$ cat config.mk
export PLATFORM = sky130hd
export DESIGN_NAME = verc_fifo
export DESIGN_NICKNAME = d
export VERILOG_FILES = /design/src/hdl/verc_fifo.sv
export SDC_FILE = /design/constraint.sdc
export NUM_CORES = 1
export LEC_CHECK = 0
export BUFFER_PORTS_ARGS = -buffer_cell sky130_fd_sc_hd__buf_2
export CORE_AREA = 4 4 41 43
export DETAILED_ROUTE_END_ITERATION = 7
export DIE_AREA = 0 0 45 47
export PLACE_DENSITY_LB_ADDON = 0.2
export SETUP_SLACK_MARGIN = 0.5
export SYNTH_ARGS = -nofsm -noshare
export SYNTH_HDL_FRONTEND = slang
export SYNTH_SLANG_ARGS = --single-unit
$ cat constraint.sdc
create_clock -name clk -period 1.8 [get_ports clk]
set_clock_uncertainty 0.1 [all_clocks]
set_input_delay 0.27 -clock clk [delete_from_list [all_inputs] [get_ports clk]]
set_output_delay 0.27 -clock clk [all_outputs]
set_load 0.05 [all_outputs]
$ cat src/hdl/verc_fifo.sv
// ----------------------------------------------------------------------------
// verc_fifo: small register queue
// First-word-fall-through queue with registered count; full and empty come
// straight from state.
// ----------------------------------------------------------------------------
module verc_fifo #(
  parameter int WIDTH = 1,
  parameter int DEPTH = 2
) (
  input  logic             clk,
  input  logic             rst_n,
  input  logic             push,
  input  logic [WIDTH-1:0] wr_data,
  output logic             full,
  input  logic             pop,
  output logic [WIDTH-1:0] rd_data,
  output logic             empty
);

  localparam int AW    = $clog2(DEPTH);
  localparam int CNT_W = $clog2(DEPTH + 1);

  logic [WIDTH-1:0] mem_r [DEPTH];
  logic [AW-1:0]    wr_ptr_r, wr_ptr_nxt;
  logic [AW-1:0]    rd_ptr_r, rd_ptr_nxt;
  logic [CNT_W-1:0] count_r, count_nxt;
  logic             do_push, do_pop;

  assign full    = (count_r == CNT_W'(DEPTH));
  assign empty   = (count_r == '0);
  assign do_push = push && !full;
  assign do_pop  = pop && !empty;
  assign rd_data = mem_r[rd_ptr_r];

  // pointer and count update
  always_comb begin
    wr_ptr_nxt = wr_ptr_r;
    rd_ptr_nxt = rd_ptr_r;
    count_nxt  = count_r;
    if (do_push) begin
      wr_ptr_nxt = (wr_ptr_r == AW'(DEPTH - 1)) ? '0 : wr_ptr_r + AW'(1);
    end
    if (do_pop) begin
      rd_ptr_nxt = (rd_ptr_r == AW'(DEPTH - 1)) ? '0 : rd_ptr_r + AW'(1);
    end
    if (do_push && !do_pop) begin
      count_nxt = count_r + CNT_W'(1);
    end else if (do_pop && !do_push) begin
      count_nxt = count_r - CNT_W'(1);
    end
  end

  always_ff @(posedge clk) begin
    if (!rst_n) begin
      wr_ptr_r <= '0;
      rd_ptr_r <= '0;
      count_r  <= '0;
    end else begin
      wr_ptr_r <= wr_ptr_nxt;
      rd_ptr_r <= rd_ptr_nxt;
      count_r  <= count_nxt;
    end
  end

  // storage
  always_ff @(posedge clk) begin
    if (do_push) begin
      mem_r[wr_ptr_r] <= wr_data;
    end
  end

endmodule

Word level (Yosys, flattened, before mapping):

Memory sizes are Yosys's and may differ from the RTL's. A register that Yosys moved wholly into a read port is not among the register bits.
Cells that the tools add are included.

* $add $sub $neg: 4
* eq/ne operators: 1
* muxes and demuxes: 8
* reductions and logical operators: 10

Operators with widths (count)
* 1-bit 2-to-1 mux: 6
* 1-bit logical AND: 4
* 1-bit logical NOT: 4
* 2-bit 2-to-1 mux: 2
* 1-bit adder, second input constant: 2
* 2-bit by 1-bit adder with 2-bit output, second input constant: 1
* 2-bit equality test, second input constant: 1
* 2-bit logical NOT: 1
* 2-bit nonzero test: 1
* 2-bit by 1-bit subtractor with 2-bit output, second input constant: 1

* flip-flop bits (word level): 4
* RAM bits: 2
* output and inout port bits: 3
* word-level logic and storage cells: 27
* memories: 1

Memory list
* mem_r: depth 2, width 1, rd ports 1, clocked after memory_dff 1, write ports 1, RTL line 23 `logic [WIDTH-1:0] mem_r [DEPTH];`

Logic depth before layout (Yosys ltp):

* depth after elaboration: 7
* gate-level depth with buffers: 7
* mapped depth without buffers: 7

Worst setup path before layout:

OpenSTA, ideal clock, no wires.

* kind: reg2reg
* from: register count_r[0]
* to: register count_r[1]
* library setup time: 70 ps
* arrival time: 1559 ps
* data required time: 1630 ps
* setup slack: 71 ps
* stages on the path, launching flop included: 7
* buffers on the path: 0
* clock period less this slack: 1729 ps
* cell sequence: dfxtp_1 nand2b_1 inv_2 nor2_1 ha_1 or3_1 a21boi_1

* word-level cells in the longest chain between the ends: 6
* elaborated cells on any way between the ends: 15
* those cells by class: add/sub: 2; eq/ne: 1; mux: 2; reduce/logical: 10

RTL lines
* start: declaration: RTL line 26 `logic [CNT_W-1:0] count_r, count_nxt;`
* start signal: assignment: RTL line 61 `count_r <= count_nxt;`
* 2-bit equality test *: RTL line 29 `assign full = (count_r == CNT_W'(DEPTH));`
* net full: RTL line 14 `output logic full,`
* 1-bit logical NOT *: RTL line 31 `assign do_push = push && !full;`
* 1-bit logical AND *: RTL line 31
* 1-bit logical NOT: RTL line 48 `end else if (do_pop && !do_push) begin`
* 1-bit logical AND: RTL line 48
* 2-bit nonzero test (no source line)

Mark *: on every way through the listed nets, which the timed path passes. The rest lies on a longest branch. The select of a mux whose other input is x is not followed.
A chain may end at the register's enable or synchronous reset.

Worst setup path after layout:

* from: register count_r[0]
* to: register count_r[1]

* word-level cells in the longest chain between the ends: 6
* elaborated cells on any way between the ends: 15
* those cells by class: add/sub: 2; eq/ne: 1; mux: 2; reduce/logical: 10

RTL lines (RTL line)
* 2-bit equality test or 2-bit logical NOT (tied branches): 29, 30
* 1-bit logical NOT (on tied branches): 31, 32
* 1-bit logical AND (on tied branches): 31, 32
* 1-bit logical NOT (on tied branches): 48, 46
* 1-bit logical AND (on tied branches): 48, 46
* 2-bit nonzero test (no source line) or 2-bit 2-to-1 mux (tied branches)

Parallel ways exist; a longest one is shown, timed or not. The select of a mux whose other input is x is not followed.

==> flow_summary.json <==
{
  "fin_crit_ns": 1.52,
  "hold_path_end": "mem_r[1]",
  "core.rowCount": 13,
  "synthToLayoutAreaGrowth_pct": 70.9,
  "cts.sinks": 7,
  "slowest_stage": "dfxtp_4",
  "clk_latency_ns": 0.25,
  "die-height_um": 47,
  "power.density_nw_per_um2": 1890,
  "fin_crit_sh": 0.843,
  "htreeDepth": 1,
  "max_stage_delay_ns": 0.35,
  "r2r-start": "count_r[0]",
  "avgViaCountPerCell": 4.25,
  "final_common_cell": "buf_4",
  "drive_gt1_frac": 0.630,
  "detail-route-antenna-nets": 0,
  "vias": 259,
  "synth.distinct_cells": 19,
  "hold_depth": 1,
  "cts_root_buf": "clkbuf_4",
  "antenna_found_initial": 0,
  "start_util": 0.235,
  "hold_viol": 0,
  "ys_top_cells_by_area": "dfxtp_1, edfxtp_1, and2_1, xnor2_1, ha_1",
  "clock_path_buffers": 2,
  "grt_setup_unrepaired": "true",
  "ys_seq_elements": 7,
  "hold_class": "primary input to flip-flop",
  "grt_util_all_layers": 0.0731,
  "drt-initial-drc-count": 0,
  "r2r_slack_ns": 0.28,
  "worstPathArrival_ns": 1.60,
  "synth_warnings": 0,
  "cts_tree": "built",
  "fmax_mhz": 659,
  "synth_seq_area_share": 0.525,
  "die_w_um": 45,
  "outcome": "complete, no violations",
  "core_area_um2": 1300,
  "cp_data_required_time_ns": 1.88,
  "post-synth-top-area-cell": "dfxtp_1",
  "drc": 0,
  "num_io_pins": 8,
  "worstSetupStartpointType": "flip-flop",
  "grt_pass1_vias": 264,
  "synth_fp_nets": 34,
  "dp_hpwl_um": 444,
  "grt_max_degree": 6,
  "grt_pass1_wl_um": 1070,
  "wl_um": 659,
  "p_leak_nw": 0.223,
  "hp-start": "wr_data",
  "avgSynthCellArea_um2": 10.9,
  "crit_start": "count_r[0]",
  "path_cells": "nand2b_4, inv_8, nor2_4, ha_4, xor2_1, or3_4, a21boi_2",
  "holdWs_ns": 0.108,
  "r2r_end": "count_r[1]",
  "relSlewSlack": 0.834,
  "dieArea_um2": 2120,
  "syn_inst": 28,
  "drtPass1Iterations": 1,
  "final_nets": 53,
  "path_clk_slew_ns": 0.06,
  "place_area_um2": 395,
  "portBuffers": 7,
  "critPathCaptureType": "flip-flop",
  "design_area_um2": 522,
  "tightest_slew_ns": 0.251,
  "final_cell_mix": "buf_4, buf_2, and2_1, dfxtp_1, clkbuf_4",
  "maxCapViolCount": 0,
  "grt.overflow.total": 0,
  "drt-wirelength-per-cell_um": 10.8,
  "critPathKind": "flip-flop to flip-flop",
  "cp_max_fo": 4,
  "reg2reg_depth": 7,
  "synth_top_area_frac": 0.328,
  "vdd_drop_max_v": 0.000543,
  "syn_area_um2": 305,
  "fin_tns_setup_ns": 0,
  "setup_viol": 0,
  "gp_congestion": 0.738,
  "finalMaxSlewViolations": 0,
  "diodes": 0,
  "cts_buffers": 3
}
-- report_power, final --
group	leakage, nW	total [mW]	switching (mW)	internal [mW]
logic	0.147	0.575	0.280	0.295
clock network	0.0150	0.147	0.0618	0.0849
registers	0.0609	0.266	0.0474	0.219
total	0.223	0.988	0.389	0.599
-- per-layer routing --
layer,vias to the layer above,wire length [µm],GRT usage
met5,-,0,0
met2,6,378,0.127
met4,0,9,0.0526
met3,2,25,0.0230
li1,130,-,-
met1,121,245,0.0739
-- worst max-delay path by stage --
stage / endpoint / cells after the start / slack, ns
5_1_grt: count_r[1] / 7 / 0.23
6_report: count_r[1] / 7 / 0.28
4_1_cts: count_r[1] / 6 / 0.27
2_1_floorplan: count_r[1] / 7 / 0.27
3_5_place_dp: count_r[1] / 5 / 0.24
3_3_place_gp: count_r[1] / 5 / 0.29
-- worst max-delay path, delay by kind of cell, from the launching register on --
family | cells | cell delay (ns)
AO/OA/AOI/OAI | 1 | 0.11
buffers and inverters | 1 | 0.06
AND/OR/NAND/NOR | 3 | 0.53
flip-flops | 1 | 0.35
XOR/XNOR | 1 | 0.14
adder cells (fa/ha/maj) | 1 | 0.15
-- logic make-up after synthesis --
logic type,synth area share
and+or+nand+nor,0.180
buffers and inverters,0.0246
DFF,0.525
adders and majority gates,0.0410
muxes,0.0369
xor gates and xnor gates,0.0861
AOI/OAI and AO/OA,0.107
-- timing repair --
action,in CTS,in global routing
resized for setup,9,5
hold buffers,0,0
pin swaps,4,2
setup endpoints to repair,5,5
buffers inserted,5,2
-- layout make-up --
| class | instances | area, µm² |
|---|---|---|
| Clock buffer | 4 | 26.3 |
| Fill cell | 131 | 779 |
| Inverter | 2 | 15.0 |
| Multi-Input combinational cell | 19 | 189 |
| Sequential cell | 7 | 165 |
| Tap cell | 15 | 18.8 |
| Timing Repair Buffer | 14 | 108 |
-- metrics by stage --
stage	worst slack, ns	power, mW	utilization	instances
after floorplan	0.270	0.572	-	28
after global placement	0.292	0.628	0.304	50
after detailed placement	0.236	0.643	0.304	50
after CTS	0.266	0.916	0.374	59
after global routing	0.226	1.05	0.401	61
final	0.283	0.988	0.401	61
-- synthesized netlist by cell type (all sizes together) --
| cell type | number |
|---|---|
| ha | 1 |
| xnor2 | 2 |
| o21a | 1 |
| nor2 | 2 |
| a21boi | 2 |
| nor3 | 1 |
| edfxtp | 2 |
| mux2 | 1 |
| nand2b | 1 |
| o21ai | 2 |
| and2 | 3 |
| xor2 | 1 |
| or3 | 1 |
| and3 | 1 |
| inv | 2 |
| dfxtp | 5 |
Note: power is estimated with default switching activity, not from simulation.
