**config.mk**
```make
export PLATFORM = sky130hd
export DESIGN_NAME = verc_front
export DESIGN_NICKNAME = d
export VERILOG_FILES = /design/src/hdl/verc_pkg.sv /design/src/hdl/verc_fifo.sv /design/src/hdl/verc_front.sv
export SDC_FILE = /design/constraint.sdc
export NUM_CORES = 1
export LEC_CHECK = 0
export BUFFER_PORTS_ARGS = -buffer_cell sky130_fd_sc_hd__clkbuf_2
export CELL_PAD_IN_SITES_DETAIL_PLACEMENT = 1
export CELL_PAD_IN_SITES_GLOBAL_PLACEMENT = 1
export CORE_ASPECT_RATIO = 1.2
export CORE_MARGIN = 2
export CORE_UTILIZATION = 50
export DETAILED_ROUTE_END_ITERATION = 12
export PLACE_DENSITY_LB_ADDON = 0.1
export SETUP_SLACK_MARGIN = 0.02
export SLEW_MARGIN = 20
export SYNTH_ARGS = -nofsm -noshare
export SYNTH_HDL_FRONTEND = slang
export SYNTH_SLANG_ARGS = --single-unit
export TNS_END_PERCENT = 10
```
**constraint.sdc**
```tcl
create_clock -name clk -period 13.15 [get_ports clk]
set_input_delay 1.9725 -clock clk [delete_from_list [all_inputs] [get_ports clk]]
set_output_delay 1.9725 -clock clk [all_outputs]
set_load 0.02 [all_outputs]
```
**src/hdl/verc_pkg.sv**
```systemverilog
// ----------------------------------------------------------------------------
// verc_pkg: shared types, constants and helpers of the edge clipper
// Q16.16 coordinate formats, transaction structs, status and register codes,
// and the saturation helpers used by the back section.
// ----------------------------------------------------------------------------
package verc_pkg;

  // number formats
  localparam int COORD_W     = 32;
  localparam int FRAC_BITS   = 16;
  localparam int DIV_W       = COORD_W + 1;
  localparam int DIV_NUM_W   = DIV_W + FRAC_BITS;
  localparam int PROD_W      = 2 * COORD_W;
  localparam int MAP_W       = 31;
  localparam int CFG_IDX_W   = 1;

  // queue depths
  localparam int QUEUE_DEPTH_DEF = 4;
  localparam int OUT_Q_DEPTH     = 2;

  localparam logic [MAP_W-1:0] MAP_SIZE_RESET = MAP_W'(67108864);

  localparam logic signed [COORD_W-1:0] COORD_MAX = {1'b0, {(COORD_W-1){1'b1}}};
  localparam logic signed [COORD_W-1:0] COORD_MIN = {1'b1, {(COORD_W-1){1'b0}}};

  // status codes
  localparam logic [1:0] STATUS_OK         = 2'd0;
  localparam logic [1:0] STATUS_HORIZONTAL = 2'd1;
  localparam logic [1:0] STATUS_BOTH_INF   = 2'd2;

  // register indexes
  localparam logic [CFG_IDX_W-1:0] REG_MAP_WIDTH  = 1'b0;
  localparam logic [CFG_IDX_W-1:0] REG_MAP_HEIGHT = 1'b1;

  typedef struct packed {
    logic signed [COORD_W-1:0] left_site_x;
    logic signed [COORD_W-1:0] left_site_y;
    logic signed [COORD_W-1:0] right_site_x;
    logic signed [COORD_W-1:0] right_site_y;
    logic signed [COORD_W-1:0] first_end_x;
    logic signed [COORD_W-1:0] first_end_y;
    logic signed [COORD_W-1:0] second_end_x;
    logic signed [COORD_W-1:0] second_end_y;
    logic                      first_end_infinite;
    logic                      second_end_infinite;
  } in_t;

  typedef struct packed {
    logic signed [COORD_W-1:0] clipped_first_x;
    logic signed [COORD_W-1:0] clipped_first_y;
    logic signed [COORD_W-1:0] clipped_second_x;
    logic signed [COORD_W-1:0] clipped_second_y;
    logic                      first_was_cut;
    logic                      second_was_cut;
    logic [1:0]                status;
  } out_t;

  // per-edge context carried to the end of the back section
  typedef struct packed {
    logic [1:0]                status;
    logic                      ib;
    logic                      ie;
    logic signed [COORD_W-1:0] bx;
    logic signed [COORD_W-1:0] by;
    logic signed [COORD_W-1:0] ex;
    logic signed [COORD_W-1:0] ey;
  } ctx_t;

  // classified edge held in the queue between front and back
  typedef struct packed {
    ctx_t             ctx;
    logic [DIV_W-1:0] dx_mag;
    logic [DIV_W-1:0] dy_mag;
    logic             slope_neg;
  } entry_t;

  // saturated magnitude of a signed value given as sign, overflow and magnitude
  function automatic logic [COORD_W-1:0] sat_mag(input logic neg, input logic ovf,
                                                 input logic [PROD_W-1:0] m);
    logic [PROD_W-1:0] lim;
    lim = neg ? (PROD_W'(1) << (COORD_W - 1)) : ((PROD_W'(1) << (COORD_W - 1)) - PROD_W'(1));
    if (ovf || (m > lim)) return lim[COORD_W-1:0];
    return m[COORD_W-1:0];
  endfunction

  function automatic logic signed [COORD_W-1:0] sat_fit(input logic neg, input logic ovf,
                                                        input logic [PROD_W-1:0] m);
    logic [COORD_W-1:0] mg;
    mg = sat_mag(neg, ovf, m);
    return neg ? $signed(COORD_W'(0) - mg) : $signed(mg);
  endfunction

  function automatic logic signed [COORD_W-1:0] clamp_coord(input logic signed [COORD_W:0] v);
    if (v > $signed({COORD_MAX[COORD_W-1], COORD_MAX})) return COORD_MAX;
    if (v < $signed({COORD_MIN[COORD_W-1], COORD_MIN})) return COORD_MIN;
    return v[COORD_W-1:0];
  endfunction

  function automatic logic [COORD_W-1:0] abs_coord(input logic signed [COORD_W-1:0] v);
    return v[COORD_W-1] ? COORD_W'(-v) : COORD_W'(v);
  endfunction

  function automatic logic [DIV_W-1:0] abs_wide(input logic signed [COORD_W:0] v);
    return v[COORD_W] ? DIV_W'(-v) : DIV_W'(v);
  endfunction

endpackage

```
**src/hdl/verc_fifo.sv**
```systemverilog
// ----------------------------------------------------------------------------
// verc_fifo: small register queue
// First-word-fall-through queue with registered count; full and empty come
// straight from state.
// ----------------------------------------------------------------------------
module verc_fifo #(
  parameter int WIDTH = 1,
  parameter int DEPTH = 2
) (
  input  logic             clk,
  input  logic             rst_n,
  input  logic             push,
  input  logic [WIDTH-1:0] wr_data,
  output logic             full,
  input  logic             pop,
  output logic [WIDTH-1:0] rd_data,
  output logic             empty
);

  localparam int AW    = $clog2(DEPTH);
  localparam int CNT_W = $clog2(DEPTH + 1);

  logic [WIDTH-1:0] mem_r [DEPTH];
  logic [AW-1:0]    wr_ptr_r, wr_ptr_nxt;
  logic [AW-1:0]    rd_ptr_r, rd_ptr_nxt;
  logic [CNT_W-1:0] count_r, count_nxt;
  logic             do_push, do_pop;

  assign full    = (count_r == CNT_W'(DEPTH));
  assign empty   = (count_r == '0);
  assign do_push = push && !full;
  assign do_pop  = pop && !empty;
  assign rd_data = mem_r[rd_ptr_r];

  // pointer and count update
  always_comb begin
    wr_ptr_nxt = wr_ptr_r;
    rd_ptr_nxt = rd_ptr_r;
    count_nxt  = count_r;
    if (do_push) begin
      wr_ptr_nxt = (wr_ptr_r == AW'(DEPTH - 1)) ? '0 : wr_ptr_r + AW'(1);
    end
    if (do_pop) begin
      rd_ptr_nxt = (rd_ptr_r == AW'(DEPTH - 1)) ? '0 : rd_ptr_r + AW'(1);
    end
    if (do_push && !do_pop) begin
      count_nxt = count_r + CNT_W'(1);
    end else if (do_pop && !do_push) begin
      count_nxt = count_r - CNT_W'(1);
    end
  end

  always_ff @(posedge clk) begin
    if (!rst_n) begin
      wr_ptr_r <= '0;
      rd_ptr_r <= '0;
      count_r  <= '0;
    end else begin
      wr_ptr_r <= wr_ptr_nxt;
      rd_ptr_r <= rd_ptr_nxt;
      count_r  <= count_nxt;
    end
  end

  // storage
  always_ff @(posedge clk) begin
    if (do_push) begin
      mem_r[wr_ptr_r] <= wr_data;
    end
  end

endmodule

```
**src/hdl/verc_front.sv**
```systemverilog
// ----------------------------------------------------------------------------
// verc_front: edge intake and classification
// Forms the site differences, the slope sign and the status code of each
// edge and queues the result for the back section.
// ----------------------------------------------------------------------------
module verc_front #(
  parameter int QUEUE_DEPTH = verc_pkg::QUEUE_DEPTH_DEF
) (
  input  logic             clk,
  input  logic             rst_n,
  input  logic             in_push,
  output logic             in_full,
  input  verc_pkg::in_t    in_data,
  output verc_pkg::entry_t head,
  output logic             head_empty,
  input  logic             head_pop
);

  localparam int CW = verc_pkg::COORD_W;
  localparam int DW = verc_pkg::DIV_W;

  logic signed [CW:0]        lx, ly, rx, ry;
  logic signed [CW:0]        dx, dy;
  logic [DW-1:0]             dx_neg_mag, dy_neg_mag;
  verc_pkg::entry_t          entry;
  logic [$bits(verc_pkg::entry_t)-1:0] rd_bits;

  // exact site differences
  assign lx = {in_data.left_site_x[CW-1], in_data.left_site_x};
  assign ly = {in_data.left_site_y[CW-1], in_data.left_site_y};
  assign rx = {in_data.right_site_x[CW-1], in_data.right_site_x};
  assign ry = {in_data.right_site_y[CW-1], in_data.right_site_y};
  assign dx = lx - rx;
  assign dy = ly - ry;
  assign dx_neg_mag = DW'(rx - lx);
  assign dy_neg_mag = DW'(ry - ly);

  // classify
  always_comb begin
    entry.ctx.ib = in_data.first_end_infinite;
    entry.ctx.ie = in_data.second_end_infinite;
    entry.ctx.bx = in_data.first_end_x;
    entry.ctx.by = in_data.first_end_y;
    entry.ctx.ex = in_data.second_end_x;
    entry.ctx.ey = in_data.second_end_y;
    if (dy == '0) begin
      entry.ctx.status = verc_pkg::STATUS_HORIZONTAL;
    end else if (in_data.first_end_infinite && in_data.second_end_infinite) begin
      entry.ctx.status = verc_pkg::STATUS_BOTH_INF;
    end else begin
      entry.ctx.status = verc_pkg::STATUS_OK;
    end
    entry.dx_mag    = dx[CW] ? dx_neg_mag : DW'(dx);
    entry.dy_mag    = dy[CW] ? dy_neg_mag : DW'(dy);
    entry.slope_neg = (dx[CW] == dy[CW]);
  end

  verc_fifo #(
    .WIDTH ($bits(verc_pkg::entry_t)),
    .DEPTH (QUEUE_DEPTH)
  ) u_queue (
    .clk     (clk),
    .rst_n   (rst_n),
    .push    (in_push),
    .wr_data (entry),
    .full    (in_full),
    .pop     (head_pop),
    .rd_data (rd_bits),
    .empty   (head_empty)
  );

  assign head = verc_pkg::entry_t'(rd_bits);

endmodule

```
[After elaboration in Yosys (flattened, before gate mapping)]
Memory sizes are Yosys's and may differ from the RTL's. A register that Yosys moved wholly into a read port is not among the register bits.
Index checks and enable logic that the tools add are counted.
Word-level totals
  bits in registers: 7
  memory bits (writable): 796
  bits of input ports: 262
  logic and storage cells: 40
  memories kept: 1
Cells by class
  $add $sub $neg: 8
  eq/ne operators: 4
  mux-type cells: 12
  reductions and logical operators: 12
Memories
  u_queue.mem_r: words 4, width 199, read ports 1, clocked after Yosys merged registers in 1, wr ports 1, line verc_fifo.sv:23  | logic [WIDTH-1:0] mem_r [DEPTH];
Operator list (number)
  subtractor 32 x 32 -> 33 bit: 4
  2-to-1 mux 33 bit: 2
  zero test 33 bit: 1
  2-to-1 mux 2 bit: 6
  2-to-1 mux 3 bit: 2
  logical AND 1 bit: 5
  adder 2 x 1 -> 2 bit (second input constant): 2
  equality test 2 bit (second input constant): 2
  zero test 1 bit: 4
  adder 3 x 1 -> 3 bit (second input constant): 1
  equality test 3 bit (second input constant): 1
  zero test 3 bit: 1
  subtractor 3 x 1 -> 3 bit (second input constant): 1
  2-to-1 mux 1 bit: 2
  nonzero test 2 bit: 1
  equality test 1 bit: 1

[Longest topological paths before layout]
  depth in word-level cells: 7
  mapped depth: 15
  mapped depth without buffers: 14

[Hierarchy]
Synthesis repeated with hierarchy kept, for this count alone.
Unflattened totals
  cell total of the unflattened synthesis: 2281
  area total of the unflattened synthesis: 37023.0 µm²
Modules (own cells, without submodules)
  verc_fifo: times used 1, cells each 1090, area each 29156.7 µm²
  verc_front: times used 1, cells each 1191, area each 7866.3 µm²

[Least setup slack after synthesis]
Ideal clock, no wire load.
  kind: input-to-reg
  start: input port in_push
  end: memory u_queue.mem_r[0][0] (netlist bit), enable pin
  setup time: 584 ps
  arrival time: 6890 ps
  data required time: 12566 ps
  path slack: 5676 ps
  stages: 3
  path buffers: 1
  cells stage by stage: nor2b_1 -> clkbuf_1 -> and2_1
On the way
  word-level cells in the longest chain between the ends: 3
Ends and longest elaborated chain
  from (decl): line verc_front.sv:11  | input logic in_push,
  logical AND 1 bit: line verc_fifo.sv:31  | assign do_push = push && !full;
  named net u_queue.do_push: line verc_fifo.sv:27  | logic do_push, do_pop;
  2-to-1 mux 1 bit: line verc_fifo.sv:67  | if (do_push) begin
  2-to-1 mux 1 bit (implied by the code): line verc_fifo.sv:68  | mem_r[wr_ptr_r] <= wr_data;
  to (decl): line verc_fifo.sv:23
The timed path passes the listed nets, and every way through them passes these cells.

==> metrics <==
# resized after CTS=0; # Max-Cap Violations=0; largest buffer count on any clock path=3; vias in the first global route=23,800; share of async-settable or async-resettable flops after synthesis=0%; nets=around 3,100; register clock-pin slew on the reported worst setup and hold paths=0.06 ns; CP Launch Type=flip-flop; relative slew slack=roughly a third; routed wire length=98,200 µm; fin. max-slew vios=0; syn_area_per_cell=approximately 16 µm²; Critical Path AT=~3.8 ns; WP data required=11.18 ns; total CTS buffers=82; final core occ=roughly three fifths; H-tree depth=3; IO Count=463; switch share=a little under a third; DP Cell Count=3,585; unrepaired setup endpoints after global routing=no; synthesized flop and latch total=805; Final setup viols=0; vias=22,000; Layout Skew=0.0250 ns; Clock Sinks=a little over 800; Buffers on Ports=462; EDFF count, synth=796; min-delay worst type=reg2reg; P per Cell Area=181 mW/mm²; final period utilization=between 40% and 50%; Post CTS Setup Buffer Count=0; GRT Overall Usage=between 20% and 30%; Clk Latency, worst-skew pair=0.63 ns; total congestion overflow=0; CP Max Fanout=66; Top FF cell, synth=edfxtp_1; post-DR wirelength/cell=26.3 µm; die area=0.0757 mm²; Final Non-Filler Cells=~3,700; GPL Wtd Cong=0.879; min Tclk post-route=about 5.7 ns; layout cell share with drive strength beyond 1=29.7%; placed wire-length estimate=68,400 µm; Int Pwr=0.00530 W; first-pass GRT wire length=148,000 µm; commonest cells after routing, fill and taps aside=edfxtp_1 (796), clkbuf_2 (462), mux4_2 (199); register area share after synthesis=65.5%; Ys Warns=0; Tightest Pin Transition=1.02 ns; initial antenna violation count=5; cts-stage hold buffer count=0; post-route cell area=0.0427 mm²; logic gate share of total power=27.8%; CTS tree=yes; fmax=between 150 and 200 MHz; Worst setup EP type=output pin; initial core utilization=between 50% and 60%; Hold Violations, Final=0; commonest non-fill, non-tap cell in the layout=edfxtp_1; sequential power share=42.4%; ANT nets after route=0; placeable core area=0.0726 mm²; Vias/cell=approximately 5.9; VDD IR max=0.112 mV; NetSw=0.00242 W; dpl cell area=approximately 0.040 mm²; pin count of the biggest net entering global routing=107; DRT Pass-1 Iters=5; Chip Width=252 µm; net count after synthesis=about 2,700; die height=301 µm; WS Path Type=reg2out; setup tns final=0 ns; Unique masters post-synth=82; Clk pwr share=29.7%; outcome=complete, no violations; drt initial violations=1,260; row cnt=108; post-synthesis cell area=0.0368 mm²; number of remaining DRC errors=0; Area Overhead vs Synth=16.0%; CTS root buf=clkbuf_16; Post-Syn Instances=about 2,300; LEAKAGE=roughly 16 nW
-- layer usage --
layer,track usage [%],vias up,routed length [µm]
met5,0,-,42
met4,8.21,6,2610
met3,6.42,137,6800
met2,44.7,632,49900
met1,32.2,11400,38800
li1,-,9819,-
-- stage by stage --
step                      setup WS, ns  total power [W]  hold WS (ns)
final                             7.41          0.00772         0.547
after CTS                         7.29          0.00782         0.550
after global placement            7.55          0.00545         0.483
after detailed placement          7.38          0.00551         0.515
after global routing              7.21          0.00804         0.577
after floorplan                   5.68          0.00474         0.473
-- sequential cells by signal, summed over array words and instances, names as in the netlist, named ones only --
| register | cells |
|---|---|
| u_queue.rd_ptr_r | 2 |
| u_queue.mem_r | 796 |
| u_queue.count_r | 3 |
| u_queue.wr_ptr_r | 2 |
-- worst max-delay path, stage by stage (launching register included) --
cell and delay, ns:
dfxtp_4 0.66, buf_4 0.84, buf_4 0.88, mux4_2 0.44, clkbuf_2 0.18
-- cells by family (layout without fill, tap and decap cells) --
logic type	Yosys count	after routing	synth area share, %
other	0	2	0
adder cells (fa/ha/maj)	140	140	4.86
buffers and inverters	276	799	2.95
flip-flops	805	805	65.5
multiplexers	225	225	12.9
AND/OR/NAND/NOR	323	323	4.27
AO/OA/AOI/OAI	427	427	7.68
XOR/XNOR	78	78	1.86
-- power by group through the flow --
| stage | registers, W | logic [W] | clock network, W |
|---|---|---|---|
| detailed placement | 0.00333 | 0.00218 | 0 |
| finish | 0.00328 | 0.00215 | 0.00230 |
| CTS | 0.00328 | 0.00219 | 0.00235 |
| global placement | 0.00332 | 0.00212 | 0 |
| global route | 0.00330 | 0.00230 | 0.00244 |
| floorplan | 0.00332 | 0.00142 | 0 |
-- final timing paths --
| check | start | to | slack [ns] | cells past startpoint |
|---|---|---|---|---|
| setup / recovery | flip-flop | head[134] | 7.41 | 4 |
| hold / removal | u_queue.count_r[2] | u_queue.count_r[2] | 0.55 | 2 |
| setup reg to reg | u_queue.count_r[0] | u_queue.mem_r[1][56] | 9.37 | 5 |
| hold reg to reg | u_queue.count_r[2] | u_queue.count_r[2] | 0.55 | 2 |
-- layout make-up --
cell class	count	area (µm²)
Tap cell	935	1170
Inverter	169	634
Timing Repair Buffer	483	2500
Clock inverter	52	533
Clock buffer	95	2120
Sequential cell	805	24100
Antenna cell	2	5.00
Fill cell	6830	29900
Multi-Input combinational cell	1193	11600
-- cell usage after synthesis (5+ instances only) --
| library cell | instances | area (µm²) |
|---|---|---|
| edfxtp_1 | 796 | 23900 |
| mux4_2 | 199 | 4480 |
| inv_1 | 169 | 634 |
| ha_1 | 135 | 1690 |
| a21oi_1 | 134 | 671 |
| nor2_1 | 90 | 338 |
| nand2_1 | 87 | 327 |
| o21ai_0 | 66 | 330 |
| a21o_1 | 52 | 390 |
| clkbuf_1 | 48 | 180 |
| xnor2_1 | 47 | 412 |
| buf_1 | 38 | 143 |
| xor2_1 | 31 | 272 |
| mux2i_1 | 25 | 250 |
| nor3_1 | 25 | 125 |
| o21a_1 | 22 | 165 |
| nand4_1 | 21 | 131 |
| o21ai_1 | 21 | 105 |
| nor2b_1 | 17 | 106 |
| buf_2 | 16 | 80.1 |
| nand2b_1 | 14 | 87.6 |
| nand3_1 | 14 | 70.1 |
| o211ai_1 | 14 | 105 |
| o21bai_1 | 13 | 97.6 |
| and2_1 | 10 | 62.6 |
| a221oi_1 | 9 | 78.8 |
| a31oi_1 | 9 | 56.3 |
| and3_1 | 9 | 56.3 |
| dfxtp_1 | 9 | 180 |
| a211oi_1 | 8 | 60.1 |
| o31ai_1 | 8 | 60.1 |
| or3_1 | 7 | 43.8 |
| nand3b_1 | 6 | 45.0 |
| nor4_1 | 6 | 37.5 |
| fa_1 | 5 | 100 |
| o22ai_1 | 5 | 31.3 |
| o31a_1 | 5 | 43.8 |
| or2_2 | 5 | 31.3 |
No activity file was read; power rests on OpenSTA's default activity.
